==> src/rtl/rdno_pkg.sv <==
// ============================================================================
// rdno_pkg: shared types, constants and tables for the recurring date block
// Holds the date layout, rule codes, calendar tables and the fixed-point
// reciprocals used to divide by constants.
// ============================================================================
`default_nettype none

package rdno_pkg;

    localparam int YEAR_W = 14;
    localparam int MON_W  = 4;
    localparam int DAY_W  = 5;
    localparam int RULE_W = 2;

    // Widths of the day-serial arithmetic. Serials count from a point one era
    // before year zero, so every term is non-negative.
    localparam int Z_W   = 22;
    localparam int ERA_W = 5;
    localparam int DOE_W = 18;
    localparam int YOE_W = 9;
    localparam int DOY_W = 9;
    localparam int MP_W  = 4;
    localparam int Q100_W = 7;
    localparam int Q7_W   = 20;

    localparam int ERA_MAX = 26;

    localparam int SER_LAT  = 5;
    localparam int CIV_LAT  = 8;
    localparam int PIPE_LAT = 4 + SER_LAT + 3 + CIV_LAT + 1;

    localparam logic [YEAR_W-1:0] YEAR_MAX    = 14'd9999;
    localparam logic [YEAR_W-1:0] YEAR_LIMIT  = 14'd10000;
    localparam logic [YEAR_W-1:0] YEAR_SHIFT  = 14'd400;
    localparam logic [MON_W-1:0]  MON_MAX     = 4'd12;
    localparam logic [Z_W-1:0]    ERA_DAYS    = 22'd146097;

    // Reciprocals: floor(x / D) == (x * RECIP) >> SHIFT over the ranges used.
    localparam logic [14:0] RECIP100  = 15'd20972;    // shift 21, x < 2**14
    localparam logic [14:0] RECIP400  = 15'd20972;    // shift 23, x < 2**14
    localparam logic [18:0] RECIP1460 = 19'd367720;   // shift 29, x < 146097
    localparam logic [20:0] RECIP365  = 21'd1470880;  // shift 29, x < 146097
    localparam logic [11:0] RECIP153  = 12'd3427;     // shift 19, x < 2048
    localparam logic [22:0] RECIP7    = 23'd4793491;  // shift 25, x < 2**22

    typedef enum logic [RULE_W-1:0] {
        RULE_NEVER   = 2'd0,
        RULE_WEEKLY  = 2'd1,
        RULE_MONTHLY = 2'd2,
        RULE_YEARLY  = 2'd3
    } rule_t;

    typedef struct packed {
        logic [YEAR_W-1:0] year;
        logic [MON_W-1:0]  month;
        logic [DAY_W-1:0]  day;
    } date_t;

    // Days from March 1 to the first day of month index mi (March is zero).
    function automatic logic [DOY_W-1:0] doy_base(input logic [MP_W-1:0] mi);
        logic [DOY_W-1:0] r;
        case (mi)
            4'd0:    r = 9'd0;
            4'd1:    r = 9'd31;
            4'd2:    r = 9'd61;
            4'd3:    r = 9'd92;
            4'd4:    r = 9'd122;
            4'd5:    r = 9'd153;
            4'd6:    r = 9'd184;
            4'd7:    r = 9'd214;
            4'd8:    r = 9'd245;
            4'd9:    r = 9'd275;
            4'd10:   r = 9'd306;
            4'd11:   r = 9'd337;
            default: r = 9'd0;
        endcase
        return r;
    endfunction

    function automatic logic [DAY_W-1:0] month_len(input logic [MON_W-1:0] m,
                                                   input logic leap);
        logic [DAY_W-1:0] r;
        case (m)
            4'd2:                 r = leap ? 5'd29 : 5'd28;
            4'd4, 4'd6, 4'd9, 4'd11: r = 5'd30;
            default:              r = 5'd31;
        endcase
        return r;
    endfunction

    // Number of whole centuries in a year of era.
    function automatic logic [1:0] cent_of(input logic [YOE_W-1:0] yoe);
        logic [1:0] r;
        if (yoe >= 9'd300)
            r = 2'd3;
        else if (yoe >= 9'd200)
            r = 2'd2;
        else if (yoe >= 9'd100)
            r = 2'd1;
        else
            r = 2'd0;
        return r;
    endfunction

endpackage

`default_nettype wire

==> src/rtl/recurring_date_next_occurrence.sv <==
// ============================================================================
// recurring_date_next_occurrence: next occurrence of a recurring date
// Returns the first occurrence of an anchor date on or after today for
// never, weekly, monthly and yearly repeat rules.
// ============================================================================
// A query is taken on every cycle in which start is high; busy is always low.
// Each query gives exactly one result, shown on next_year, next_month and
// next_day for one cycle with done high. The pipeline has four stages of input
// conditioning and month-end clamping, five for the date-to-serial converters,
// three for the weekly difference and week rounding, eight for the
// serial-to-date converter and then the output register. Results come out in
// query order and must be taken when shown. Out-of-range inputs are clamped:
// years above 9999 to 9999, month zero to January, months above 12 to
// December, day zero to the first.
`default_nettype none

module recurring_date_next_occurrence
    import rdno_pkg::*;
(
    input  wire logic              clk,
    input  wire logic              rst_n,
    input  wire logic              start,
    output logic                   busy,
    input  wire logic [YEAR_W-1:0] anchor_year,
    input  wire logic [MON_W-1:0]  anchor_month,
    input  wire logic [DAY_W-1:0]  anchor_day,
    input  wire logic [RULE_W-1:0] repeat_rule,
    input  wire logic [YEAR_W-1:0] today_year,
    input  wire logic [MON_W-1:0]  today_month,
    input  wire logic [DAY_W-1:0]  today_day,
    output logic                   done,
    output logic [YEAR_W-1:0]      next_year,
    output logic [MON_W-1:0]       next_month,
    output logic [DAY_W-1:0]       next_day
);

    typedef struct packed {
        date_t a;
        date_t t;
        rule_t rule;
    } query_t;

    typedef struct packed {
        query_t            q;
        logic [YEAR_W-1:0] c1y;
        logic [MON_W-1:0]  c1m;
        logic [YEAR_W-1:0] c2y;
        logic [MON_W-1:0]  c2m;
    } cand_t;

    typedef struct packed {
        cand_t             c;
        logic [Q100_W-1:0] q1;
        logic [Q100_W-1:0] q2;
    } cent_t;

    typedef struct packed {
        query_t q;
        date_t  c1;
        date_t  c2;
    } fit_t;

    typedef struct packed {
        date_t          a;
        rule_t          rule;
        date_t          res;
        logic           pos;
        logic [Z_W-1:0] zt;
        logic [Z_W-1:0] diff;
    } cmp_t;

    typedef struct packed {
        date_t a;
        rule_t rule;
        date_t res;
        logic  pos;
    } side_t;

    logic   accept;
    query_t s1_reg, s1_next;
    cand_t  s2_reg, s2_next;
    cent_t  s3_reg, s3_next;
    fit_t   s4_reg, s4_next;
    fit_t   sdly_reg [SER_LAT];
    cmp_t   s10_reg, s10_next;
    cmp_t   s11_reg;
    logic [Q7_W-1:0] q7_reg, q7_next;
    side_t  s12_reg, s12_next;
    logic [Z_W-1:0] zr_reg, zr_next;
    side_t  cdly_reg [CIV_LAT];
    date_t  out_reg, out_next;

    logic [3:0]           v_reg, v_next;
    logic [SER_LAT-1:0]   vs_reg;
    logic [2:0]           vw_reg;
    logic [CIV_LAT-1:0]   vc_reg;
    logic                 done_reg;

    logic [Z_W-1:0] zt, za, zc;
    date_t          civ;
    logic [28:0]    pq1, pq2;
    logic [44:0]    p7;
    logic [Z_W-1:0] r7_full;
    logic [2:0]     r7;
    logic [YEAR_W-1:0] rem1, rem2;
    logic           leap1, leap2;
    logic [DAY_W-1:0] len1, len2;
    logic           mon_later;
    fit_t           sd;
    side_t          cd;

    assign busy   = 1'b0;
    assign accept = start && !busy;

    always_comb
    begin
        // Stage 1: clamp the fields into their legal ranges.
        s1_next.a.year  = (anchor_year > YEAR_MAX) ? YEAR_MAX : anchor_year;
        s1_next.a.month = (anchor_month == 4'd0) ? 4'd1
                        : (anchor_month > MON_MAX) ? MON_MAX : anchor_month;
        s1_next.a.day   = (anchor_day == 5'd0) ? 5'd1 : anchor_day;
        s1_next.t.year  = (today_year > YEAR_MAX) ? YEAR_MAX : today_year;
        s1_next.t.month = (today_month == 4'd0) ? 4'd1
                        : (today_month > MON_MAX) ? MON_MAX : today_month;
        s1_next.t.day   = (today_day == 5'd0) ? 5'd1 : today_day;
        s1_next.rule    = rule_t'(repeat_rule);

        // Stage 2: first and second candidate year and month.
        s2_next.q = s1_reg;
        mon_later = {s1_reg.t.year, s1_reg.t.month} > {s1_reg.a.year, s1_reg.a.month};
        if (s1_reg.rule == RULE_MONTHLY)
        begin
            s2_next.c1y = mon_later ? s1_reg.t.year : s1_reg.a.year;
            s2_next.c1m = mon_later ? s1_reg.t.month : s1_reg.a.month;
            if (s2_next.c1m == MON_MAX)
            begin
                s2_next.c2y = s2_next.c1y + 14'd1;
                s2_next.c2m = 4'd1;
            end
            else
            begin
                s2_next.c2y = s2_next.c1y;
                s2_next.c2m = s2_next.c1m + 4'd1;
            end
        end
        else
        begin
            s2_next.c1y = (s1_reg.t.year > s1_reg.a.year) ? s1_reg.t.year : s1_reg.a.year;
            s2_next.c1m = s1_reg.a.month;
            s2_next.c2y = s2_next.c1y + 14'd1;
            s2_next.c2m = s1_reg.a.month;
        end

        // Stage 3: centuries of both candidate years.
        s3_next.c = s2_reg;
        pq1 = 29'(s2_reg.c1y) * 29'(RECIP100);
        pq2 = 29'(s2_reg.c2y) * 29'(RECIP100);
        s3_next.q1 = pq1[27:21];
        s3_next.q2 = pq2[27:21];

        // Stage 4: leap years and the day clamped to the month length.
        rem1 = s3_reg.c.c1y - 14'(s3_reg.q1) * 14'd100;
        rem2 = s3_reg.c.c2y - 14'(s3_reg.q2) * 14'd100;
        leap1 = (s3_reg.c.c1y[1:0] == 2'd0 && rem1 != '0)
             || (rem1 == '0 && s3_reg.q1[1:0] == 2'd0);
        leap2 = (s3_reg.c.c2y[1:0] == 2'd0 && rem2 != '0)
             || (rem2 == '0 && s3_reg.q2[1:0] == 2'd0);
        len1 = month_len(s3_reg.c.c1m, leap1);
        len2 = month_len(s3_reg.c.c2m, leap2);
        s4_next.q = s3_reg.c.q;
        s4_next.c1.year  = s3_reg.c.c1y;
        s4_next.c1.month = s3_reg.c.c1m;
        s4_next.c1.day   = (s3_reg.c.q.a.day > len1) ? len1 : s3_reg.c.q.a.day;
        s4_next.c2.year  = s3_reg.c.c2y;
        s4_next.c2.month = s3_reg.c.c2m;
        s4_next.c2.day   = (s3_reg.c.q.a.day > len2) ? len2 : s3_reg.c.q.a.day;

        // Stage after the serials: pick the month or year candidate and
        // form the weekly day difference.
        sd = sdly_reg[SER_LAT-1];
        s10_next.a    = sd.q.a;
        s10_next.rule = sd.q.rule;
        s10_next.res  = (zc < zt) ? sd.c2 : sd.c1;
        s10_next.pos  = zt > za;
        s10_next.zt   = zt;
        s10_next.diff = zt - za;

        p7 = 45'(s10_reg.diff) * 45'(RECIP7);
        q7_next = p7[44:25];

        // Round the difference up to whole weeks from today.
        r7_full = s11_reg.diff - 22'(q7_reg) * 22'd7;
        r7 = r7_full[2:0];
        zr_next = s11_reg.zt + ((r7 == 3'd0) ? 22'd0 : 22'(3'd7 - r7));
        s12_next.a    = s11_reg.a;
        s12_next.rule = s11_reg.rule;
        s12_next.res  = s11_reg.res;
        s12_next.pos  = s11_reg.pos;

        cd = cdly_reg[CIV_LAT-1];
        case (cd.rule)
            RULE_WEEKLY:  out_next = cd.pos ? civ : cd.a;
            RULE_MONTHLY: out_next = cd.res;
            RULE_YEARLY:  out_next = cd.res;
            default:      out_next = cd.a;
        endcase
    end

    rdno_serial u_ser_today (.clk(clk), .date(s4_reg.q.t), .z(zt));
    rdno_serial u_ser_anchor (.clk(clk), .date(s4_reg.q.a), .z(za));
    rdno_serial u_ser_cand (.clk(clk), .date(s4_reg.c1), .z(zc));
    rdno_civil  u_civil (.clk(clk), .z(zr_reg), .date(civ));

    always_ff @(posedge clk)
    begin
        s1_reg  <= s1_next;
        s2_reg  <= s2_next;
        s3_reg  <= s3_next;
        s4_reg  <= s4_next;
        sdly_reg[0] <= s4_reg;
        for (int i = 1; i < SER_LAT; i++)
            sdly_reg[i] <= sdly_reg[i-1];
        s10_reg <= s10_next;
        s11_reg <= s10_reg;
        q7_reg  <= q7_next;
        s12_reg <= s12_next;
        zr_reg  <= zr_next;
        cdly_reg[0] <= s12_reg;
        for (int i = 1; i < CIV_LAT; i++)
            cdly_reg[i] <= cdly_reg[i-1];
        out_reg <= out_next;
    end

    assign v_next = {v_reg[2:0], accept};

    always_ff @(posedge clk or negedge rst_n)
    begin
        if (!rst_n)
        begin
            v_reg    <= '0;
            vs_reg   <= '0;
            vw_reg   <= '0;
            vc_reg   <= '0;
            done_reg <= 1'b0;
        end
        else
        begin
            v_reg    <= v_next;
            vs_reg   <= {vs_reg[SER_LAT-2:0], v_reg[3]};
            vw_reg   <= {vw_reg[1:0], vs_reg[SER_LAT-1]};
            vc_reg   <= {vc_reg[CIV_LAT-2:0], vw_reg[2]};
            done_reg <= vc_reg[CIV_LAT-1];
        end
    end

    assign done       = done_reg;
    assign next_year  = out_reg.year;
    assign next_month = out_reg.month;
    assign next_day   = out_reg.day;

endmodule

`default_nettype wire

==> src/rtl/rdno_serial.sv <==
// ============================================================================
// rdno_serial: civil date to day serial
// Five register stages: year shift, era split, year of era, day of era and
// the final serial. One date enters every cycle.
// ============================================================================
`default_nettype none

module rdno_serial
    import rdno_pkg::*;
(
    input  wire logic           clk,
    input  wire date_t          date,
    output logic [Z_W-1:0]      z
);

    logic [YEAR_W-1:0] yy1_reg, yy1_next, yy2_reg;
    logic [DOY_W-1:0]  doy1_reg, doy1_next, doy2_reg, doy3_reg;
    logic [MP_W-1:0]   mi;
    logic [28:0]       era_prod;
    logic [ERA_W-1:0]  era2_reg, era2_next, era3_reg, era4_reg;
    logic [YOE_W-1:0]  yoe3_reg, yoe3_next;
    logic [DOE_W-1:0]  doe4_reg, doe4_next;
    logic [Z_W-1:0]    z5_reg, z5_next;

    always_comb
    begin
        mi = (date.month > 4'd2) ? date.month - 4'd3 : date.month + 4'd9;
        yy1_next = date.year + YEAR_SHIFT - ((date.month <= 4'd2) ? 14'd1 : 14'd0);
        doy1_next = doy_base(mi) + DOY_W'(date.day) - 9'd1;

        era_prod = 29'(yy1_reg) * 29'(RECIP400);
        era2_next = era_prod[27:23];

        yoe3_next = YOE_W'(yy2_reg - 14'(era2_reg) * 14'd400);

        doe4_next = 18'(yoe3_reg) * 18'd365 + 18'(yoe3_reg >> 2)
                    - 18'(cent_of(yoe3_reg)) + 18'(doy3_reg);

        z5_next = 22'(era4_reg) * ERA_DAYS + 22'(doe4_reg);
    end

    always_ff @(posedge clk)
    begin
        yy1_reg  <= yy1_next;
        doy1_reg <= doy1_next;
        era2_reg <= era2_next;
        yy2_reg  <= yy1_reg;
        doy2_reg <= doy1_reg;
        era3_reg <= era2_reg;
        yoe3_reg <= yoe3_next;
        doy3_reg <= doy2_reg;
        era4_reg <= era3_reg;
        doe4_reg <= doe4_next;
        z5_reg   <= z5_next;
    end

    assign z = z5_reg;

endmodule

`default_nettype wire

==> src/rtl/rdno_civil.sv <==
// ============================================================================
// rdno_civil: day serial to civil date
// Eight register stages: era count, day of era, century and leap corrections,
// year of era, day of year, month and the final date.
// ============================================================================
`default_nettype none

module rdno_civil
    import rdno_pkg::*;
(
    input  wire logic           clk,
    input  wire logic [Z_W-1:0] z,
    output date_t               date
);

    logic [ERA_W-1:0] era1_reg, era1_next, era2_reg, era3_reg, era4_reg;
    logic [ERA_W-1:0] era5_reg, era6_reg, era7_reg;
    logic [Z_W-1:0]   z1_reg;
    logic [DOE_W-1:0] doe2_reg, doe2_next, doe3_reg, doe4_reg, doe5_reg;
    logic [36:0]      p1;
    logic [Q100_W-1:0] q3_reg, q3_next;
    logic [1:0]       cnt3_reg, cnt3_next;
    logic [DOE_W-1:0] n4_reg, n4_next;
    logic [38:0]      p2;
    logic [YOE_W-1:0] yoe5_reg, yoe5_next, yoe6_reg, yoe7_reg;
    logic [DOY_W-1:0] doy6_reg, doy6_next, doy7_reg;
    logic [DOE_W-1:0] doy_sub;
    logic [10:0]      mp_arg;
    logic [22:0]      p3;
    logic [MP_W-1:0]  mp7_reg, mp7_next;
    logic [MON_W-1:0] mm;
    logic [14:0]      yr;
    date_t            out_reg, out_next;

    always_comb
    begin
        // The era is small, so it is found by comparing against every boundary.
        era1_next = '0;
        for (int k = 1; k <= ERA_MAX; k++)
        begin
            if (z >= Z_W'(k * 146097))
                era1_next = era1_next + 5'd1;
        end

        doe2_next = DOE_W'(z1_reg - 22'(era1_reg) * ERA_DAYS);

        p1 = 37'(doe2_reg) * 37'(RECIP1460);
        q3_next = p1[35:29];
        cnt3_next = 2'((doe2_reg >= 18'd36524) ? 1 : 0)
                  + 2'((doe2_reg >= 18'd73048) ? 1 : 0)
                  + 2'((doe2_reg >= 18'd109572) ? 1 : 0);

        n4_next = doe3_reg - 18'(q3_reg) + 18'(cnt3_reg);

        p2 = 39'(n4_reg) * 39'(RECIP365);
        yoe5_next = p2[37:29];

        doy_sub = 18'(yoe5_reg) * 18'd365 + 18'(yoe5_reg >> 2) - 18'(cent_of(yoe5_reg));
        doy6_next = DOY_W'(doe5_reg - doy_sub);

        mp_arg = 11'(doy6_reg) * 11'd5 + 11'd2;
        p3 = 23'(mp_arg) * 23'(RECIP153);
        mp7_next = p3[22:19];

        mm = (mp7_reg < 4'd10) ? mp7_reg + 4'd3 : mp7_reg - 4'd9;
        yr = 15'(era7_reg) * 15'd400 + 15'(yoe7_reg) + ((mm <= 4'd2) ? 15'd1 : 15'd0);
        out_next.year  = (yr >= 15'd400) ? YEAR_W'(yr - 15'd400) : '0;
        out_next.month = mm;
        out_next.day   = DAY_W'(doy7_reg - doy_base(mp7_reg) + 9'd1);
    end

    always_ff @(posedge clk)
    begin
        era1_reg <= era1_next;
        z1_reg   <= z;
        era2_reg <= era1_reg;
        doe2_reg <= doe2_next;
        era3_reg <= era2_reg;
        doe3_reg <= doe2_reg;
        q3_reg   <= q3_next;
        cnt3_reg <= cnt3_next;
        era4_reg <= era3_reg;
        doe4_reg <= doe3_reg;
        n4_reg   <= n4_next;
        era5_reg <= era4_reg;
        doe5_reg <= doe4_reg;
        yoe5_reg <= yoe5_next;
        era6_reg <= era5_reg;
        yoe6_reg <= yoe5_reg;
        doy6_reg <= doy6_next;
        era7_reg <= era6_reg;
        yoe7_reg <= yoe6_reg;
        doy7_reg <= doy6_reg;
        mp7_reg  <= mp7_next;
        out_reg  <= out_next;
    end

    assign date = out_reg;

endmodule

`default_nettype wire

==> config.mk <==
export PLATFORM = sky130hd
export DESIGN_NAME = recurring_date_next_occurrence
export DESIGN_NICKNAME = d
export VERILOG_FILES = /design/src/rtl/rdno_pkg.sv /design/src/rtl/recurring_date_next_occurrence.sv /design/src/rtl/rdno_serial.sv /design/src/rtl/rdno_civil.sv
export SDC_FILE = /design/constraint.sdc
export NUM_CORES = 2
export LEC_CHECK = 0
export ABC_CLOCK_PERIOD_IN_PS = 17900
export BUFFER_PORTS_ARGS = -buffer_cell sky130_fd_sc_hd__buf_4
export CORE_ASPECT_RATIO = 1.4
export CORE_UTILIZATION = 55
export DETAILED_ROUTE_END_ITERATION = 7
export PLACE_DENSITY_LB_ADDON = 0.25
export SETUP_SLACK_MARGIN = 0.4
export SYNTH_ARGS = -nofsm -noshare
export SYNTH_HDL_FRONTEND = slang
export SYNTH_SLANG_ARGS = --single-unit
==> constraint.sdc <==
create_clock -name clk -period 17.9 [get_ports clk]
set_input_delay 0.895 -clock clk [delete_from_list [all_inputs] [get_ports clk]]
set_output_delay 0.895 -clock clk [all_outputs]
set_load 0.05 [all_outputs]
==> Yosys cells after proc, flatten, opt, wreduce, memory -nomap -nowiden <==
Memory sizes are Yosys's and may differ from the RTL's. A register that Yosys moved wholly into a read port is not among the register bits.
Cells that the tools add are included.
{ "classes": {"addsub": 83, "mul": 25, "order_cmp": 60, "eq_ne": 15, "n_mux": 66, "reduce_logical": 24} }
{ "op_table": {"columns": ["operator", "count"], "rows": [
  ["$ge A22 B22 Y1 const B", 12],
  ["$ge A22 B21 Y1 const B", 7],
  ["$mux W5", 27],
  ["$mul A14 B13 Y26 const B", 5],
  ["$add A5 B1 Y5 const B", 25],
  ["$ge A22 B20 Y1 const B", 4],
  ["$sub A14 B14 Y14", 5],
  ["$add A22 B18 Y22", 3],
  ["$mul A18 B16 Y33 const B", 2],
  ["$mul A5 B18 Y22 const B", 3],
  ["$add A18 B7 Y18", 3],
  ["$add A18 B9 Y18", 3],
  ["$mul A9 B9 Y18 const B", 3],
  ["$sub A18 B2 Y18", 3],
  ["$mux W23", 2],
  ["$pmux W23 S2", 1],
  ["$mul A22 B23 Y45 const B", 1],
  ["$ge A22 B19 Y1 const B", 2],
  ["$add A14 B9 Y14 const B", 3],
  ["$ge A18 B17 Y1 const B", 2],
  ["$ge A9 B7 Y1 const B", 4],
  ["$ge A9 B8 Y1 const B", 4],
  ["$ge A9 B9 Y1 const B", 4],
  ["$mux W36", 1],
  ["other kinds (68)", 144]
]} }
{ "totals": {"regBits": 1170, "ram_bits": 862, "rom_bits": 576, "in_bits": 51, "wordCells": 420, "n_memories": 6} }
{ "memory_table": {"columns": ["memory", "words", "width", "rd", "rd_clocked_by_memory_dff", "write_ports", "line_no", "rtl"], "rows": [
  ["sdly_reg", 5, 94, 5, 0, 5, "recurring_date_next_occurrence.sv:84", "fit_t sdly_reg [SER_LAT];"],
  ["cdly_reg", 8, 49, 8, 0, 8, "recurring_date_next_occurrence.sv:90", "side_t cdly_reg [CIV_LAT];"],
  ["(name not given)", 16, 9, 1, 1, 0, "rdno_pkg.sv:62", "case (mi)"],
  ["(name not given)", 16, 9, 1, 0, 0, "rdno_pkg.sv:62", null],
  ["(name not given)", 16, 9, 1, 0, 0, "rdno_pkg.sv:62", null],
  ["(name not given)", 16, 9, 1, 0, 0, "rdno_pkg.sv:62", null]
]} }

==> Longest topological paths before layout <==
{ "depth": {"depth_word": 52, "mapped_depth": 82, "mapped_depth_nobuf": 80} }

==> Modules after synthesis <==
From an unflattened synthesis, not the netlist that was laid out.
{ "hier_totals": {"cells_unflattened": 9732, "hier_area_um2": 106602.2} }
{ "by_module_without_submodules": {"columns": ["module", "n_inst", "cells_per_inst", "area_each_um2", "seq_area_each_um2"], "rows": [
  ["recurring_date_next_occurrence", 1, 3490, 45139.5, 27251.1],
  ["rdno_civil", 1, 2729, 26586.7, 4144.0],
  ["rdno_serial at u_ser_cand", 1, 1184, 11758.8, 2282.2],
  ["rdno_serial at u_ser_today", 1, 1176, 11608.6, 2282.2],
  ["rdno_serial at u_ser_anchor", 1, 1153, 11508.5, 2282.2]
]} }

==> Least setup slack after synthesis <==
No wires, ideal clock.
{ "synth_path": {"kind": "reg-to-reg", "from": "register zr_reg[2]", "to": "register u_civil.era1_reg[4]", "setup_time_ns": 0.121, "arrival_time_ns": 13.629, "t_required_ns": 17.779, "path_slack_ns": 4.150, "path_stages_with_launch": 80, "n_path_buf": 2, "synth_period_minus_slack_ns": 13.750, "cell_sequence": "dfxtp_1 > clkbuf_1 > clkbuf_1 > nor3_1 > nand2b_1 > a31o_2 > a21oi_1 > o21ai_0 > a21boi_0 > o221ai_1 > inv_1 > ha_1 > or4_2 > o2111ai_4 > ha_1 > o21a_1 > a21o_1 > ha_1 > [... 44 more ...] > a31o_2 > xor2_1 > nand2_1 > o21ai_0 > inv_1 > ha_1 > xnor2_1 > a221oi_1 > ha_1 > nor2_1 > a21oi_1 > ha_1 > and2_1 > nor2_1 > nor2_1 > a31oi_1 > mux2i_1 > xnor2_1"} }
{ "synth_between": {"elab_chain_cells": 52, "word_cells_on_any_way": 77} }
{ "synth_lines": {"columns": ["element", "line_no", "rtl"], "rows": [
  ["start, declared", "recurring_date_next_occurrence.sv:89", "logic [Z_W-1:0] zr_reg, zr_next;"],
  ["start signal, assigned", "recurring_date_next_occurrence.sv:227", "zr_reg <= zr_next;"],
  ["$ge A22 B18 Y1", "rdno_civil.sv:41", "if (z >= Z_W'(k * 146097))"],
  ["$mux W1", "rdno_civil.sv:41", null],
  ["$add A1 B1 Y2", "rdno_civil.sv:42", "era1_next = era1_next + 5'd1;"],
  ["$mux W5", "rdno_civil.sv:41", null],
  ["$add A5 B1 Y5", "rdno_civil.sv:42", null],
  ["$mux W5", "rdno_civil.sv:41", null],
  ["$add A5 B1 Y5", "rdno_civil.sv:42", null],
  ["$mux W5", "rdno_civil.sv:41", null],
  ["[... 37 more ...]", null, null],
  ["$mux W5", "rdno_civil.sv:41", null],
  ["$add A5 B1 Y5", "rdno_civil.sv:42", null],
  ["$mux W5", "rdno_civil.sv:41", null],
  ["$add A5 B1 Y5", "rdno_civil.sv:42", null],
  ["$mux W5", "rdno_civil.sv:41", null],
  ["$add A5 B1 Y5", "rdno_civil.sv:42", null],
  ["$mux W5 *", "rdno_civil.sv:41", null],
  ["named net u_civil.era1_next[4]", "rdno_civil.sv:16", "logic [ERA_W-1:0] era1_reg, era1_next, era2_reg, era3_reg, era4_reg;"],
  ["end signal, assigned", "rdno_civil.sv:74", "era1_reg <= era1_next;"],
  ["end, declared", "rdno_civil.sv:16", null]
]} }
Mark *: on every way through the listed nets, which the timed path passes. The rest lies on a longest branch.
A chain may end at the register's enable or synchronous reset.

==> Worst setup path in the final report <==
{ "layout_path": {"from": "register zr_reg[3]", "to": "register u_civil.era1_reg[4]"} }
The elaborated chain is that of the path after synthesis.

==> out/metrics.cfg <==
[synth]
synth-seq-cells=1905
avgSynthCellArea_um2=11.2
synth_seq_area_share_pct=36.8
synth.area.top_cells=dfxtp_1 (36%), ha_1 (21%), fa_1 (18%), inv_1 (7.2%), xnor2_1 (3.3%)
syn_area_mm2=0.104
yosys.cell_types.count=110
postSynth.asyncResetShare_pct=1.10
ys_warn_count=0
synth-edff-count=0
synth_top_area_share_pct=36.3
synth_ff_type=dfxtp_1
netlist_instances=9266
syn_nets=12007
synth_largest_area_cell=dfxtp_1

[cells_and_area]
layout_common_cells=inv_1 (1993), dfxtp_1 (1884), ha_1 (1775)
largest_reg_flops=392
areaGrowthSynthToFinish_pct=9.22
final_common_cell=inv_1
nets=12183
drive_gt1_share_pct=5.50

[grt]
grt_pass1_wl_mm=319
antenna_found_initial=2
grt_max_degree=41
grt_pass1_vias=65032
grt_overflow=0
grt_usage_pct=20.9

[placement]
dp_hpwl_mm=158
place.gp.congestion=0.878
io_buffers=74

[worst_setup_path]
cp_top_family=compound AO/OA/AOI/OAI gates
crit_path_frequent_cell=ha_1
worst-path-buf-inv=2
r2r_start=zr_reg[3]$_DFF_P_
path_class=flop to flop
ff2ff_path_depth=76
cp-start-kind=flop
cp.required_ns=18.62
crit_path_max_fanout=21
max_stage_delay_ns=0.73
cpMaxStageDelayCell=or4_2
cp.depth=76
cp-end-kind=flop
arrival_ns=16.30
cp-startpoint=zr_reg[3]$_DFF_P_

[sta]
rsz0062_at_grt=no
finalMaxSlewViolations=0
setup_viol=0
fmaxAchievable_ghz=0.0642
slew_headroom_pct=31.4
fin_setup_tns_ns=0
worst_pin_slew_ns=1.02
fin_crit_sh_pct=87.0
fin_crit_ns=15.57
finalHoldViolCount=0
finClkSkew_ns=0.0746

[clock_tree]
insertion_delay_ns=0.84
clkSinkCount=1905
cts-resized-gates=0
cts_max_path_buffers=3
cts_max_level=4
clkTransAtPathRegs_ns=0.07
root_buffer=clkbuf_16
cts_tree=yes
cts_buffers=169

[floorplanning]
io_pins=76
die_height_um=516
coreArea_mm2=0.188
num_rows=188
die_w_um=369
dieArea_mm2=0.191
start_util_pct=55.4

[hold_path]
hold_depth=1
hp-start=anchor_day[4]
worst_hold_path_type=input pin to flop

[route]
antenna_left=0
drt_pass1_iterations=7
wl_per_cell_um=15.9
routed_wl_mm=192
num_vias=59816
drc=12
drt-initial-drc-count=2024
via_per_inst=4.96

[outcome]
outcome=complete, but fails checks
violations=DRC

[flow_run]
maxCapViolCount=0

==> synth_stat cells (all sizes together) (12+ instances only) <==
master  number
a21oi      304
o21bai     107
dfxtp     1884
nor3        69
a21o       169
inv       1995
o31ai       12
a31o        12
nand2b      55
or3         22
or2         28
a21boi      25
mux2i       64
mux2        35
nor4        13
nand3       66
xnor2      406
and3        28
xor2       132
buf         14
fa         915
ha        1775
nor2b       59
and2        30
nand2      232
nor2       228
a211oi      21
clkbuf      85
o211ai      12
a31oi       28
nand4       34
o21a        48
o21ai      195
dfrtp       21
o22ai       13
==> layer usage <==
| metal | part of all wire (%) | global-route usage, % | wire length, µm |
|---|---|---|---|
| met1 | 38 | 22.0 | 73700 |
| met2 | 56 | 41.5 | 107000 |
| met3 | 2.3 | 2.25 | 4370 |
| met4 | 3.8 | 8.29 | 7310 |
| met5 | 0 | 0 | 0 |
==> final cells by class <==
type	count	area [µm²]
clock buffer	234	4830
fill	15168	74100
inverter	1995	7490
antenna	3	7.51
tap	2470	3090
multi-input combinational	5267	57800
sequential	1905	38200
timing repair buffer	104	783
clock inverter	82	1320
==> per-stage QoR <==
step / std cells / utilization [%] / hold WS, ns / area [µm²] / setup WS, ns
global route: 12058 / 60.5 / 0.115 / 114000 / 0.968
CTS: 12057 / 60.5 / 0.0804 / 114000 / 2.26
detailed placement: 11740 / 57.2 / 0.312 / 107000 / 2.34
finish: 12060 / 60.5 / 0.164 / 114000 / 2.33
floorplan: 9266 / - / 0.310 / 104000 / 4.15
global placement: 11740 / 57.2 / 0.310 / 107000 / 2.52
==> worst paths after layout <==
kind	end	slack (ns)
max	u_civil.era1_reg[4]$_DFF_P_	2.33
min	s1_reg[29]$_SDFF_PN0_	0.16
max reg2reg	u_civil.era1_reg[4]$_DFF_P_	2.33
min reg2reg	u_ser_cand.doy2_reg[2]$_DFF_P_	0.28
max in group asynchronous	v_reg[0]$_DFF_PN0_	17.19
min in group asynchronous	vc_reg[6]$_DFF_PN0_	0.47
==> timing repair <==
action,in CTS,in global routing
endpoints found under the hold margin,21,0
buffers inserted,0,0
hold buffers,1,0
==> cell families after synthesis <==
logic type	after synthesis	share of synthesized area [%]
flops	1905	36.8
buf+inv	2094	7.66
xor+xnor	543	4.85
other cells	1	0.00361
simple gates	911	4.37
mux	99	0.995
compound gates	1023	6.37
fa+ha+maj	2690	39.0
Power is left out: the tool's default activity adds up to more than one toggle a clock period on the data nets, which glitch-free logic cannot reach.
